### src/rtl/lcg_pkg.sv
// ----------------------------------------------------------------------------
// lcg_pkg
// Shared types, constants and the microcode table of the variate generator.
// ----------------------------------------------------------------------------
package lcg_pkg;

	localparam int WORD_BITS    = 32;
	localparam int FRAC_BITS    = 32;
	localparam int VARIATE_BITS = 36;
	localparam int STEP_BITS    = 4;
	localparam int COUNT_BITS   = 8;

	localparam logic [WORD_BITS-1:0]    LCG_MULT  = 32'd1566083941;
	localparam logic [WORD_BITS-1:0]    LCG_INC   = 32'd1;
	localparam logic [WORD_BITS-1:0]    RESET_STATE = 32'd1;
	localparam logic [VARIATE_BITS-1:0] NORMAL_INIT = 36'hA_0000_0000;
	localparam logic [COUNT_BITS-1:0]   NORMAL_LOOP = 8'd10;

	typedef enum logic [2:0] {
		MODE_UNIFORM    = 3'd0,
		MODE_TRIANGULAR = 3'd1,
		MODE_POWER      = 3'd2,
		MODE_NORMAL     = 3'd3,
		MODE_RESEED     = 3'd4
	} mode_t;

	typedef enum logic [2:0] {
		ACC_HOLD = 3'd0,
		ACC_LOAD = 3'd1,
		ACC_SUB  = 3'd2,
		ACC_MAX  = 3'd3,
		ACC_ADD  = 3'd4,
		ACC_NORM = 3'd5
	} acc_op_t;

	typedef enum logic [1:0] {
		CNT_HOLD  = 2'd0,
		CNT_ORDER = 2'd1,
		CNT_NORM  = 2'd2,
		CNT_DEC   = 2'd3
	} cnt_op_t;

	typedef enum logic [1:0] {
		JMP_NONE = 2'd0,
		JMP_NZ   = 2'd1,
		JMP_Z    = 2'd2
	} jmp_t;

	// Program entry points and jump targets.
	localparam logic [STEP_BITS-1:0] PC_UNIFORM = 4'd0;
	localparam logic [STEP_BITS-1:0] PC_TRI     = 4'd2;
	localparam logic [STEP_BITS-1:0] PC_POWER   = 4'd5;
	localparam logic [STEP_BITS-1:0] PC_PLOOP   = 4'd7;
	localparam logic [STEP_BITS-1:0] PC_PEMIT   = 4'd9;
	localparam logic [STEP_BITS-1:0] PC_NORMAL  = 4'd10;
	localparam logic [STEP_BITS-1:0] PC_NLOOP   = 4'd11;
	localparam logic [STEP_BITS-1:0] PC_RESEED  = 4'd13;
	localparam logic [STEP_BITS-1:0] PC_LAST    = 4'd13;

	typedef struct packed {
		logic                 draw;
		logic                 seed_ld;
		acc_op_t              acc_op;
		cnt_op_t              cnt_op;
		jmp_t                 jmp;
		logic [STEP_BITS-1:0] target;
		logic                 emit;
		logic                 fin;
	} ctrl_word_t;

	typedef struct packed {
		logic       start;
		logic       step_en;
		ctrl_word_t word;
	} seq_ctrl_t;

	typedef struct packed {
		logic cnt_zero;
		logic out_full;
	} dp_status_t;

	function automatic ctrl_word_t rom_word(input logic [STEP_BITS-1:0] pc);
		ctrl_word_t w;
		w = '{1'b0, 1'b0, ACC_HOLD, CNT_HOLD, JMP_NONE, 4'd0, 1'b0, 1'b0};
		case (pc)
			4'd0: begin
				w.draw = 1'b1;
			end
			4'd1: begin
				w.acc_op = ACC_LOAD;
				w.emit   = 1'b1;
				w.fin    = 1'b1;
			end
			4'd2: begin
				w.draw = 1'b1;
			end
			4'd3: begin
				w.draw   = 1'b1;
				w.acc_op = ACC_LOAD;
			end
			4'd4: begin
				w.acc_op = ACC_SUB;
				w.emit   = 1'b1;
				w.fin    = 1'b1;
			end
			4'd5: begin
				w.draw   = 1'b1;
				w.cnt_op = CNT_ORDER;
			end
			4'd6: begin
				w.acc_op = ACC_LOAD;
				w.jmp    = JMP_Z;
				w.target = PC_PEMIT;
			end
			4'd7: begin
				w.draw   = 1'b1;
				w.cnt_op = CNT_DEC;
			end
			4'd8: begin
				w.acc_op = ACC_MAX;
				w.jmp    = JMP_NZ;
				w.target = PC_PLOOP;
			end
			4'd9: begin
				w.emit = 1'b1;
				w.fin  = 1'b1;
			end
			4'd10: begin
				w.draw   = 1'b1;
				w.acc_op = ACC_NORM;
				w.cnt_op = CNT_NORM;
			end
			4'd11: begin
				w.draw   = 1'b1;
				w.acc_op = ACC_ADD;
				w.cnt_op = CNT_DEC;
				w.jmp    = JMP_NZ;
				w.target = PC_NLOOP;
			end
			4'd12: begin
				w.acc_op = ACC_ADD;
				w.emit   = 1'b1;
				w.fin    = 1'b1;
			end
			4'd13: begin
				w.seed_ld = 1'b1;
				w.fin     = 1'b1;
			end
			default: begin
				w.fin = 1'b1;
			end
		endcase
		return w;
	endfunction

endpackage

### src/rtl/lcg_sequencer.sv
// ----------------------------------------------------------------------------
// lcg_sequencer
// Step counter and microcode table; decodes each request into a program.
// ----------------------------------------------------------------------------
module lcg_sequencer (
	input  logic                clk,
	input  logic                arst_n,
	input  logic                req_valid,
	input  logic [2:0]          req_mode,
	output logic                req_ready,
	input  lcg_pkg::dp_status_t status,
	output lcg_pkg::seq_ctrl_t  ctrl
);

	logic                          busy_q;
	logic [lcg_pkg::STEP_BITS-1:0] pc_q;
	logic [lcg_pkg::STEP_BITS-1:0] entry;
	logic                          entry_ok;
	logic                          take_jump;
	lcg_pkg::ctrl_word_t           word;

	assign word      = lcg_pkg::rom_word(pc_q);
	assign req_ready = !busy_q;

	always_comb begin
		entry_ok = 1'b1;
		entry    = lcg_pkg::PC_UNIFORM;
		case (req_mode)
			lcg_pkg::MODE_UNIFORM:    entry = lcg_pkg::PC_UNIFORM;
			lcg_pkg::MODE_TRIANGULAR: entry = lcg_pkg::PC_TRI;
			lcg_pkg::MODE_POWER:      entry = lcg_pkg::PC_POWER;
			lcg_pkg::MODE_NORMAL:     entry = lcg_pkg::PC_NORMAL;
			lcg_pkg::MODE_RESEED:     entry = lcg_pkg::PC_RESEED;
			default:                  entry_ok = 1'b0;
		endcase
	end

	always_comb begin
		case (word.jmp)
			lcg_pkg::JMP_NZ: take_jump = !status.cnt_zero;
			lcg_pkg::JMP_Z:  take_jump = status.cnt_zero;
			default:         take_jump = 1'b0;
		endcase
	end

	assign ctrl.start   = req_valid && !busy_q && entry_ok;
	assign ctrl.step_en = busy_q && !(word.emit && status.out_full);
	assign ctrl.word    = word;

	always_ff @(posedge clk or negedge arst_n) begin
		if (!arst_n) begin
			busy_q <= 1'b0;
			pc_q   <= '0;
		end else if (ctrl.start) begin
			busy_q <= 1'b1;
			pc_q   <= entry;
		end else if (ctrl.step_en) begin
			if (word.fin) begin
				busy_q <= 1'b0;
			end else if (take_jump) begin
				pc_q <= word.target;
			end else begin
				pc_q <= pc_q + 1'b1;
			end
		end
	end

	// The program counter never leaves the microcode program.
	a_pc_in_program: assert property (@(posedge clk) disable iff (!arst_n)
		busy_q |-> pc_q <= lcg_pkg::PC_LAST)
		else $error("sequencer ran past the end of the program");

	// A started request keeps the sequencer busy in the following cycle.
	a_start_busy: assert property (@(posedge clk) disable iff (!arst_n)
		ctrl.start |=> busy_q)
		else $error("request started but sequencer not busy");

	// A finishing step hands the sequencer back to idle.
	a_fin_idle: assert property (@(posedge clk) disable iff (!arst_n)
		ctrl.step_en && word.fin |=> !busy_q && req_ready)
		else $error("sequencer still busy after final step");

endmodule

### src/rtl/lcg_datapath.sv
// ----------------------------------------------------------------------------
// lcg_datapath
// Generator state, accumulator, loop counter and the result register.
// ----------------------------------------------------------------------------
module lcg_datapath (
	input  logic                                 clk,
	input  logic                                 arst_n,
	input  lcg_pkg::seq_ctrl_t                   ctrl,
	input  logic [lcg_pkg::WORD_BITS-1:0]        seed_value,
	input  logic [lcg_pkg::COUNT_BITS-1:0]       power_order,
	input  logic                                 out_ready,
	output logic                                 out_valid,
	output logic [lcg_pkg::VARIATE_BITS-1:0]     variate,
	output lcg_pkg::dp_status_t                  status
);

	logic [lcg_pkg::WORD_BITS-1:0]    state_q;
	logic [lcg_pkg::WORD_BITS-1:0]    seed_q;
	logic [lcg_pkg::WORD_BITS-1:0]    state_next;
	logic [lcg_pkg::VARIATE_BITS-1:0] acc_q;
	logic [lcg_pkg::VARIATE_BITS-1:0] acc_d;
	logic [lcg_pkg::VARIATE_BITS-1:0] u_ext;
	logic [lcg_pkg::COUNT_BITS-1:0]   cnt_q;
	logic                             out_valid_q;
	logic [lcg_pkg::VARIATE_BITS-1:0] out_data_q;

	assign state_next = state_q * lcg_pkg::LCG_MULT + lcg_pkg::LCG_INC;
	assign u_ext = {{(lcg_pkg::VARIATE_BITS - lcg_pkg::FRAC_BITS){1'b0}},
		state_q[lcg_pkg::WORD_BITS-1 -: lcg_pkg::FRAC_BITS]};

	always_comb begin
		case (ctrl.word.acc_op)
			lcg_pkg::ACC_LOAD: acc_d = u_ext;
			lcg_pkg::ACC_SUB:  acc_d = acc_q - u_ext;
			lcg_pkg::ACC_MAX:  acc_d = (u_ext > acc_q) ? u_ext : acc_q;
			lcg_pkg::ACC_ADD:  acc_d = acc_q + u_ext;
			lcg_pkg::ACC_NORM: acc_d = lcg_pkg::NORMAL_INIT;
			default:           acc_d = acc_q;
		endcase
	end

	always_ff @(posedge clk or negedge arst_n) begin
		if (!arst_n) begin
			state_q <= lcg_pkg::RESET_STATE;
		end else if (ctrl.step_en && ctrl.word.seed_ld) begin
			state_q <= seed_q;
		end else if (ctrl.step_en && ctrl.word.draw) begin
			state_q <= state_next;
		end
	end

	always_ff @(posedge clk) begin
		if (ctrl.start) begin
			seed_q <= seed_value;
		end
		if (ctrl.step_en) begin
			acc_q <= acc_d;
			case (ctrl.word.cnt_op)
				lcg_pkg::CNT_ORDER: cnt_q <= power_order;
				lcg_pkg::CNT_NORM:  cnt_q <= lcg_pkg::NORMAL_LOOP;
				lcg_pkg::CNT_DEC:   cnt_q <= cnt_q - 1'b1;
				default:            cnt_q <= cnt_q;
			endcase
		end
		if (ctrl.step_en && ctrl.word.emit) begin
			out_data_q <= acc_d;
		end
	end

	always_ff @(posedge clk or negedge arst_n) begin
		if (!arst_n) begin
			out_valid_q <= 1'b0;
		end else if (ctrl.step_en && ctrl.word.emit) begin
			out_valid_q <= 1'b1;
		end else if (out_ready) begin
			out_valid_q <= 1'b0;
		end
	end

	assign out_valid       = out_valid_q;
	assign variate         = out_data_q;
	assign status.cnt_zero = (cnt_q == '0);
	assign status.out_full = out_valid_q && !out_ready;

endmodule

### src/rtl/lcg_random_variate_generator.sv
// ----------------------------------------------------------------------------
// lcg_random_variate_generator
// Linear congruential generator drawing uniform, triangular, power-maximum
// and approximate normal variates in fixed point with 32 fraction bits.
// ----------------------------------------------------------------------------
// The request channel (s_*) carries the mode in s_tuser and a seed in
// s_tdata; the result channel (m_*) carries the variate in m_tdata. The
// register power_order is written through cfg_we and cfg_wdata; the user
// must write it only while idle, which the block itself does not enforce.
// A request is taken only while the microcode sequencer is idle, so one
// item occupies the block until its program has run its final step, and a
// power item runs longer as power_order grows. Each draw is one pass
// through the 32 by 32 bit state multiplier. The result is registered at
// the final program step and appears in the cycle after that step. Unused
// modes are accepted and dropped. If the receiver stalls, the result stays
// in the output register; the next request is still taken and runs until
// it reaches its result step, where it waits until the register is free.
// Reset sets the generator state to one, power_order to zero and leaves
// the block idle with no result pending.
// ----------------------------------------------------------------------------
module lcg_random_variate_generator (
	input  logic        clk,
	input  logic        arst_n,
	input  logic        cfg_we,
	input  logic [7:0]  cfg_wdata,
	input  logic        s_tvalid,
	output logic        s_tready,
	input  logic [31:0] s_tdata,   // seed_value [31:0]
	input  logic [2:0]  s_tuser,   // mode [2:0]
	output logic        m_tvalid,
	input  logic        m_tready,
	output logic [39:0] m_tdata    // variate [35:0], zero [39:36]
);

	logic [lcg_pkg::COUNT_BITS-1:0]   power_order_q;
	logic [lcg_pkg::VARIATE_BITS-1:0] variate;
	lcg_pkg::seq_ctrl_t               ctrl;
	lcg_pkg::dp_status_t              status;

	always_ff @(posedge clk or negedge arst_n) begin
		if (!arst_n) begin
			power_order_q <= '0;
		end else if (cfg_we) begin
			power_order_q <= cfg_wdata;
		end
	end

	lcg_sequencer u_seq (
		.clk       (clk),
		.arst_n    (arst_n),
		.req_valid (s_tvalid),
		.req_mode  (s_tuser),
		.req_ready (s_tready),
		.status    (status),
		.ctrl      (ctrl)
	);

	lcg_datapath u_dp (
		.clk         (clk),
		.arst_n      (arst_n),
		.ctrl        (ctrl),
		.seed_value  (s_tdata),
		.power_order (power_order_q),
		.out_ready   (m_tready),
		.out_valid   (m_tvalid),
		.variate     (variate),
		.status      (status)
	);

	assign m_tdata = {4'b0000, variate};

endmodule

### config.mk
export PLATFORM = sky130hd
export DESIGN_NAME = lcg_random_variate_generator
export DESIGN_NICKNAME = d
export VERILOG_FILES = /design/src/rtl/lcg_pkg.sv /design/src/rtl/lcg_sequencer.sv /design/src/rtl/lcg_datapath.sv /design/src/rtl/lcg_random_variate_generator.sv
export SDC_FILE = /design/constraint.sdc
export NUM_CORES = 1
export LEC_CHECK = 0
export BUFFER_PORTS_ARGS = -buffer_cell sky130_fd_sc_hd__buf_4
export CORE_ASPECT_RATIO = 1.4
export CORE_UTILIZATION = 25
export CTS_CLUSTER_DIAMETER = 60
export CTS_CLUSTER_SIZE = 24
export DETAILED_ROUTE_END_ITERATION = 12
export GPL_TIMING_DRIVEN = 0
export MAX_ROUTING_LAYER = met4
export PLACE_DENSITY = 0.47
export SYNTH_ARGS = -nofsm -noshare
export SYNTH_HDL_FRONTEND = slang
export SYNTH_HIERARCHICAL = 1
export SYNTH_SLANG_ARGS = --single-unit
export TNS_END_PERCENT = 100
### constraint.sdc
create_clock -name clk -period 7 [get_ports clk]
set_input_delay 1.4 -clock clk [delete_from_list [all_inputs] [get_ports clk]]
set_output_delay 1.4 -clock clk [all_outputs]
set_load 0.02 [all_outputs]
==> results.yml, run 1 <==
min_path:
  hold_class: "flip-flop to flip-flop"
  min_path_cells: 2
critical_path:
  cp_cell_sequence: "buf_4, ha_1, fa_1, fa_1, inv_1, fa_1, inv_1, fa_1, fa_1, fa_1, inv_1, fa_1, inv_1, ha_2, and3_1, and2_1, nand2_1, o22ai_1, a41o_1, o31a_1, nor3_2, nor2_2, a211oi_2, a221o_1"
  path_class: "flip-flop to flip-flop"
  required_ns: 7.41
  cp_max_fo: 5
  r2r_cells: 24
  crit_slowest_cell: "fa_1"
  endpoint_kind: "flip-flop"
  crit_top_cell: "fa_1"
  worstPathArrival_ns: 7.25
  startpoint_type: "flip-flop"
  max_stage_delay_ns: 0.61
clocking:
  htreeDepth: 4
  clkLatencyLatePin_ns: 0.48
  tritoncts: "yes"
  cts_buffers: 17
  cts_buffer_depth: 2
  clock-root-buffer: "clkbuf_16"
  clkSlewWorstSetupHoldPaths_ns: 0.07
  cts.sinks: 158
  holdBufCountCts: 0
timing:
  skew_ns: 0.0137
  setup_tns_ns: 0
  rsz0062_at_grt: "true"
  hold_violations: 0
  max_freq_ghz: 0.146
  tightest_slew_ns: 1.11
  maxSlewHeadroom_pct: 25.4
  fin_crit_sh_pct: 97.7
  period_minus_slack_ns: 6.84
  maxSlewViolCount: 0
  setup_viol_count_final: 0
route:
  drt_iter0_drc: 1121
  vias_per_cell: 4.99
  dr.pass1.iters: 5
  ant_nets: 0
  remaining_drc_errors: 0
  postRouteWirelength_um: 68100
  routedWlPerCell_um: 21.9
  vias: 15520
global_routing:
  gr-total-overflow: 0
  antenna_found_initial: 1
  grt_use_total_pct: 18.6
  grt_max_degree: 47
  grt_pass1_vias: 16094
  grt_pass1_wl_um: 101000
floorplan:
  die_w_um: 234
  die_h_um: 327
  num_rows: 118
  die_area_mm2: 0.0767
  initial_core_util_pct: 25.4
  io_pins: 90
  core_mm2: 0.0744
synth:
  syn-cell-area_mm2: 0.0189
  syn_area_per_cell_um2: 9.46
  syn-instance-count: 1997
  yosys_warnings: 6
placed_design:
  portBuffers: 84
  hpwl_um: 55300
  dpl-instance-area_mm2: 0.0208
  globalplace.congestion: 0.947
cells_and_area:
  diodes: 0
  fill_cells: 7908
  nets: 2615
  drive_above_1_share_pct: 12.2
  design_area_mm2: 0.0219
  area_growth_pct: 16.1
status:
  outcome: "complete, no violations"
job:
  drv_cap: 0
repair_timing:
action,CTS,global route
pin swaps,1,4
gates resized for setup,44,27
setup buffers,23,10
setup endpoints to repair,14,13
registers in the layout (all words and copies together), names as in the netlist:
register,count
u_dp/acc_q,36
u_dp/cnt_q,8
u_dp/state_q,32
u_dp/variate,36
u_seq/busy_q,1
power_order_q,8
u_dp/out_valid,1
u_dp/seed_q,32
u_seq/pc_q,4
worst paths after layout:
path | startpoint | endpoint | slack, ns
max | u_dp/state_q[15] | u_dp/state_q[29] | 0.16
min | u_dp/seed_q[26] | u_dp/state_q[26] | 0.50
max reg2reg | u_dp/state_q[15] | u_dp/state_q[29] | 0.16
min reg2reg | u_dp/seed_q[26] | u_dp/state_q[26] | 0.50
max in group asynchronous | arst_n | u_dp/state_q[8] | 5.47
min in group asynchronous | arst_n | u_dp/out_valid | 0.93
per-layer routing:
metal  wire [um]  GRT usage, %
met1       27900          21.6
met2       34600          32.2
met3        2310          1.91
met4        3310          8.32
met5           0             -
worst max-delay path, delay by kind of cell (launching register included):
family / cells / cell delay (ns)
adder cells (fa/ha/maj): 9 / 4.29
buffers and inverters: 5 / 0.38
flip-flops: 1 / 0.44
AND/OR/NAND/NOR: 5 / 0.71
AO/OA/AOI/OAI: 5 / 0.95
stage by stage:
step / setup slack, ns / util [%] / std cells / hold WS, ns
2_1_floorplan: 0.278 / - / 2000 / 0.456
3_3_place_gp: -1.01 / 27.9 / 3044 / 0.481
3_5_place_dp: -0.929 / 27.9 / 3046 / 0.485
4_1_cts: 0.000515 / 29.1 / 3101 / 0.502
5_1_grt: -0.0705 / 29.5 / 3112 / 0.518
6_report: 0.162 / 29.5 / 3112 / 0.499
cell usage in the layout (no fill, tap or decap), types with 18 or more instances in the layout:
| cell type | count |
|---|---|
| nand2b_1 | 18 |
| nand3_1 | 26 |
| o21ai_0 | 74 |
| a21oi_1 | 147 |
| xnor2_1 | 45 |
| inv_1 | 381 |
| a221oi_1 | 18 |
| ha_1 | 248 |
| dfrtp_1 | 27 |
| nor2_1 | 112 |
| a211oi_1 | 33 |
| fa_1 | 165 |
| nand2_1 | 90 |
| buf_4 | 123 |
| o31ai_1 | 18 |
| nor3_1 | 18 |
| a21o_1 | 27 |
| edfxtp_1 | 112 |
| clkbuf_1 | 55 |
layout make-up:
class	instances	area (um^2)	share of cell area (%)
multi-input combinational	1379	12800	58.4
sequential	158	4560	20.8
buffer	76	339	1.55
timing repair buffer	120	953	4.35
tap	960	1200	5.48
clock buffer	17	425	1.94
inverter	387	1450	6.63
clock inverter	15	179	0.816
Power of run 1 is not shown: default switching activity piles up to over one toggle a cycle in this logic, so the estimate is an artifact.
==> inputs of run 2 (changes only) <==
--- a/config.mk
+++ b/config.mk
@@ -7,13 +7,13 @@
 export LEC_CHECK = 0
 export BUFFER_PORTS_ARGS = -buffer_cell sky130_fd_sc_hd__buf_4
 export CORE_ASPECT_RATIO = 1.4
-export CORE_UTILIZATION = 25
+export CORE_UTILIZATION = 58
 export CTS_CLUSTER_DIAMETER = 60
 export CTS_CLUSTER_SIZE = 24
 export DETAILED_ROUTE_END_ITERATION = 12
 export GPL_TIMING_DRIVEN = 0
 export MAX_ROUTING_LAYER = met4
-export PLACE_DENSITY = 0.47
+export PLACE_DENSITY = 0.85
 export SYNTH_ARGS = -nofsm -noshare
 export SYNTH_HDL_FRONTEND = slang
 export SYNTH_HIERARCHICAL = 1
==> results.yml, run 2 (synthesis results as in run 1) <==
timing:
  period_minus_slack_ns: 6.86
  maxSlewViolCount: 0
  fin_ws_ns: 0.140
  fin_crit_sh_pct: 98.0
  tightest_slew_ns: 1.20
  maxSlewHeadroom_pct: 19.7
  skew_ns: 0.0143
  setup_viol_count_final: 0
  hold_violations: 0
  max_freq_ghz: 0.146
min_path:
  hold_end: "u_dp/state_q[26]"
  min_path_cells: 2
  hold_class: "flip-flop to flip-flop"
  worstHoldStart: "u_dp/seed_q[26]"
critical_path:
  cpLargestDelayFamily: "adder cells"
  r2r_end: "u_dp/state_q[29]"
  reg2reg_from: "u_dp/state_q[16]"
  path_class: "flip-flop to flip-flop"
  reg2reg_slack_ns: 0.14
  crit_buf_inv: 4
  r2r_cells: 23
  crit_slowest_cell: "fa_1"
  startpoint_type: "flip-flop"
  cp_max_fo: 5
  cp_cell_sequence: "ha_4, fa_1, fa_1, inv_1, fa_1, inv_1, fa_1, fa_1, fa_1, inv_1, fa_1, inv_1, ha_4, a21o_1, a21o_1, a21oi_2, o22ai_1, a41o_1, o31a_1, nor3_2, nor2_1, a211oi_2, a221o_1"
  max_stage_delay_ns: 0.57
  required_ns: 7.40
  endpoint_kind: "flip-flop"
  crit_top_cell: "fa_1"
  worstPathArrival_ns: 7.26
  worstSetupPathDepth: 23
cells_and_area:
  area_growth_pct: 12.0
  drive_above_1_share_pct: 12.4
  design_area_mm2: 0.0212
  finalCoreUtilization_pct: 66.5
  nets: 2611
  layout_commonest_cell: "inv_1"
  diodes: 0
  final_cell_mix: "380 x inv_1, 245 x ha_1, 165 x fa_1"
clocking:
  htreeDepth: 4
  clkLatencyLatePin_ns: 0.46
  cts_buffer_depth: 2
  cts_buffers: 17
  clkSlewWorstSetupHoldPaths_ns: 0.07
  holdBufCountCts: 0
  cts.sinks: 158
  clock-root-buffer: "clkbuf_16"
  tritoncts: "yes"
route:
  remaining_drc_errors: 0
  routedWlPerCell_um: 24.4
  ant_nets: 0
  vias_per_cell: 6.31
  dr.pass1.iters: 6
  vias: 16039
  postRouteWirelength_um: 62100
  drt_iter0_drc: 1328
placed_design:
  hpwl_um: 49100
  pre_cts_ws_ns: -0.859
  portBuffers: 84
  dpl-instance-area_mm2: 0.0200
  globalplace.congestion: 1.07
global_routing:
  grt_pass1_wl_um: 94200
  gr-total-overflow: 0
  grt_pass1_vias: 16395
  grt_use_total_pct: 39.6
  antenna_found_initial: 0
  grt_max_degree: 47
floorplan:
  die_area_mm2: 0.0333
  die_w_um: 155
  io_pins: 90
  die_h_um: 216
  core_mm2: 0.0318
  num_rows: 77
  initial_core_util_pct: 59.4
job:
  drv_cap: 0
status:
  outcome: "complete, no violations"
[run 2: cell count changes in the layout (fill, tap and decap cells not counted), moves of 3 or more]
cell,previous run,this run
ha_4,8,11
ha_1,248,245
clkinv_8,3,0
inv_6,1,4
dfrtp_4,7,3
dfrtp_2,11,16
[run 2: per-layer routing]
metal	track usage, %	up-vias	wire length [um]
met3	5.76	278	4150
met5	-	-	0
li1	-	7183	-
met2	66.8	810	30500
met4	26.8	0	5070
met1	43.2	7768	22400
[run 2: how the worst max path moves through the flow]
| stage | from | end | slack, ns |
|---|---|---|---|
| 2_1_floorplan | u_dp/state_q[14] | u_dp/state_q[30] | 0.28 |
| 3_3_place_gp | u_dp/state_q[11] | u_dp/state_q[30] | -0.77 |
| 3_5_place_dp | u_dp/state_q[11] | u_dp/state_q[30] | -0.86 |
| 4_1_cts | u_dp/state_q[11] | u_dp/state_q[28] | 0.01 |
| 5_1_grt | u_dp/state_q[16] | u_dp/state_q[29] | -0.02 |
| 6_report | u_dp/state_q[16] | u_dp/state_q[29] | 0.14 |
[run 2: area by class of cell]
type                            count  area (um^2)
Tap cell                          395          494
Fill cell                        2502        10600
Sequential cell                   158         4550
Clock buffer                       19          443
Clock inverter                     13          140
Inverter                          387         1450
Timing Repair Buffer              116          883
Buffer                             76          339
Multi-Input combinational cell   1379        12900
[run 2: worst register-to-register path, stage by stage, from the launching register on]
cell,delay (ns)
dfrtp_4,0.54
ha_4,0.28
fa_1,0.54
fa_1,0.55
inv_1,0.06
fa_1,0.53
inv_1,0.05
fa_1,0.47
fa_1,0.50
fa_1,0.57
inv_1,0.07
fa_1,0.54
inv_1,0.09
ha_4,0.27
a21o_1,0.17
a21o_1,0.19
a21oi_2,0.16
o22ai_1,0.09
a41o_1,0.27
o31a_1,0.30
nor3_2,0.13
nor2_1,0.10
a211oi_2,0.19
a221o_1,0.14
[run 2: stage by stage]
stage	TNS [ns]	hold slack, ns	cells
final	0	0.513	2543
after global routing	-0.0262	0.526	2543
after CTS	0	0.511	2535
after detailed placement	-6.74	0.494	2480
after global placement	-5.32	0.478	2479
after floorplan	0	0.456	2000
[run 2: what timing repair did]
item / CTS / global route
hold endpoints to repair: 0 / 0
resized for setup: 35 / 40
pin swaps: 2 / 13
setup buffers: 23 / 8
cloned: 0 / 0
endpoints found under the setup margin: 12 / 14
Power of run 2 is left out for the same reason.
==> inputs of run 3 (changes only) <==
--- a/config.mk
+++ b/config.mk
@@ -5,6 +5,7 @@
 export SDC_FILE = /design/constraint.sdc
 export NUM_CORES = 1
 export LEC_CHECK = 0
+export ABC_AREA = 1
 export BUFFER_PORTS_ARGS = -buffer_cell sky130_fd_sc_hd__buf_4
 export CORE_ASPECT_RATIO = 1.4
 export CORE_UTILIZATION = 58
==> results.yml, run 3 <==
timing:
  fin_ws_ns: 0.151
  fin_crit_sh_pct: 97.8
  tightest_slew_ns: 1.06
  setup_viol_count_final: 0
  max_freq_ghz: 0.146
  hold_violations: 0
  skew_ns: 0.0216
  maxSlewHeadroom_pct: 29.3
  period_minus_slack_ns: 6.85
  maxSlewViolCount: 0
synth:
  yosys_warnings: 6
  syn-cell-area_mm2: 0.0208
  syn-instance-count: 2738
  syn_area_per_cell_um2: 7.58
route:
  routedWlPerCell_um: 23.8
  ant_nets: 0
  remaining_drc_errors: 0
  vias_per_cell: 6.01
  vias: 20004
  dr.pass1.iters: 9
  drt_iter0_drc: 1894
  postRouteWirelength_um: 79200
clocking:
  tritoncts: "yes"
  clock-root-buffer: "clkbuf_16"
  clkSlewWorstSetupHoldPaths_ns: 0.07
  clkLatencyLatePin_ns: 0.46
  cts.sinks: 158
  cts_buffers: 17
  cts_buffer_depth: 2
  htreeDepth: 4
floorplan:
  core_mm2: 0.0351
  initial_core_util_pct: 59.2
  die_area_mm2: 0.0366
  num_rows: 81
  die_w_um: 162
  die_h_um: 226
  io_pins: 90
cells_and_area:
  final_cell_mix: "564 x inv_1, 552 x nand2_1, 259 x ha_1"
  design_area_mm2: 0.0227
  fill_cells: 3073
  drive_above_1_share_pct: 8.75
  nets: 3330
  layout_commonest_cell: "inv_1"
  area_growth_pct: 9.58
global_routing:
  gr-total-overflow: 0
  grt_pass1_wl_um: 117000
  grt_max_degree: 47
  antenna_found_initial: 2
  grt_pass1_vias: 20145
  grt_use_total_pct: 45.8
critical_path:
  critPathLaunch: "u_dp/state_q[16]"
  reg2reg_slack_ns: 0.15
  path_class: "flip-flop to flip-flop"
  worstPathArrival_ns: 7.18
  required_ns: 7.33
  crit_path_end: "u_dp/state_q[31]"
  startpoint_type: "flip-flop"
  reg2reg_from: "u_dp/state_q[16]"
  r2r_cells: 23
  r2r_end: "u_dp/state_q[31]"
  cp_max_fo: 11
  endpoint_kind: "flip-flop"
placed_design:
  dpl-instance-area_mm2: 0.0220
  pre_cts_ws_ns: -0.179
  hpwl_um: 65700
  portBuffers: 84
  globalplace.congestion: 1.14
job:
  drv_cap: 0
status:
  outcome: "complete, no violations"
min_path:
  hold_class: "flip-flop to flip-flop"
run 3: worst max-delay path: stages, from the launching register on:
cell and delay [ns]:
dfrtp_2 0.53, ha_1 0.40, fa_1 0.54, fa_1 0.53
inv_1 0.06, fa_1 0.53, inv_1 0.05, fa_1 0.52
fa_1 0.45, fa_1 0.56, inv_1 0.06, fa_1 0.68
inv_1 0.09, ha_1 0.41, nand2_1 0.18, o21ai_0 0.22
a21oi_1 0.09, or2_2 0.29, nand3_1 0.12, inv_1 0.05
nand2_1 0.06, nand3_1 0.10, nand2_1 0.15, nand2_1 0.07
run 3: repair_timing:
| item | 4_1_cts | 5_1_grt |
|---|---|---|
| gates resized for setup | 4 | 32 |
| cloned | 0 | 0 |
| hold buffers | 0 | 0 |
| setup buffers | 0 | 8 |
| setup endpoints to repair | 8 | 13 |
run 3: worst min-delay path by stage:
stage                     depth (start not counted)  slack, ns          endpoint              from
after floorplan                                   2       0.44  power_order_q[1]  power_order_q[1]
after global placement                            2       0.47  power_order_q[3]  power_order_q[3]
after detailed placement                          2       0.46  power_order_q[1]  power_order_q[1]
after CTS                                         2       0.49  power_order_q[1]  power_order_q[1]
after global routing                              2       0.52  power_order_q[6]  power_order_q[6]
final                                             2       0.49  power_order_q[1]  power_order_q[1]
run 3: cell type report:
cell class / count / area, um^2 / area share (%)
clock buffers: 19 / 454 / 2.00
flip-flops and latches: 158 / 4550 / 20.0
well taps: 456 / 571 / 2.51
clock inverters: 13 / 123 / 0.539
diodes: 3 / 7.51 / 0.0330
repair buffers: 94 / 738 / 3.25
multi-input cells: 1944 / 13800 / 60.7
inverters: 581 / 2190 / 9.61
plain buffers: 58 / 307 / 1.35
run 3: layer usage:
metal | GRT usage, % | vias to the layer above | wire length [um]
li1 | - | 9013 | -
met1 | 45.1 | 9420 | 25300
met2 | 76.3 | 1115 | 38100
met3 | 8.28 | 456 | 6640
met4 | 42.8 | 0 | 9140
met5 | - | - | 0
run 3: per-stage QoR:
| stage | utilization [%] | setup TNS, ns | instances | hold WS [ns] |
|---|---|---|---|---|
| after floorplan | - | 0 | 2741 | 0.437 |
| after global placement | 62.6 | -0.130 | 3281 | 0.466 |
| after detailed placement | 62.8 | -0.552 | 3283 | 0.462 |
| after CTS | 64.4 | 0 | 3315 | 0.491 |
| after global routing | 64.9 | -0.00392 | 3325 | 0.522 |
| final | 64.9 | 0 | 3326 | 0.489 |
Power of run 3 is left out for the same reason.
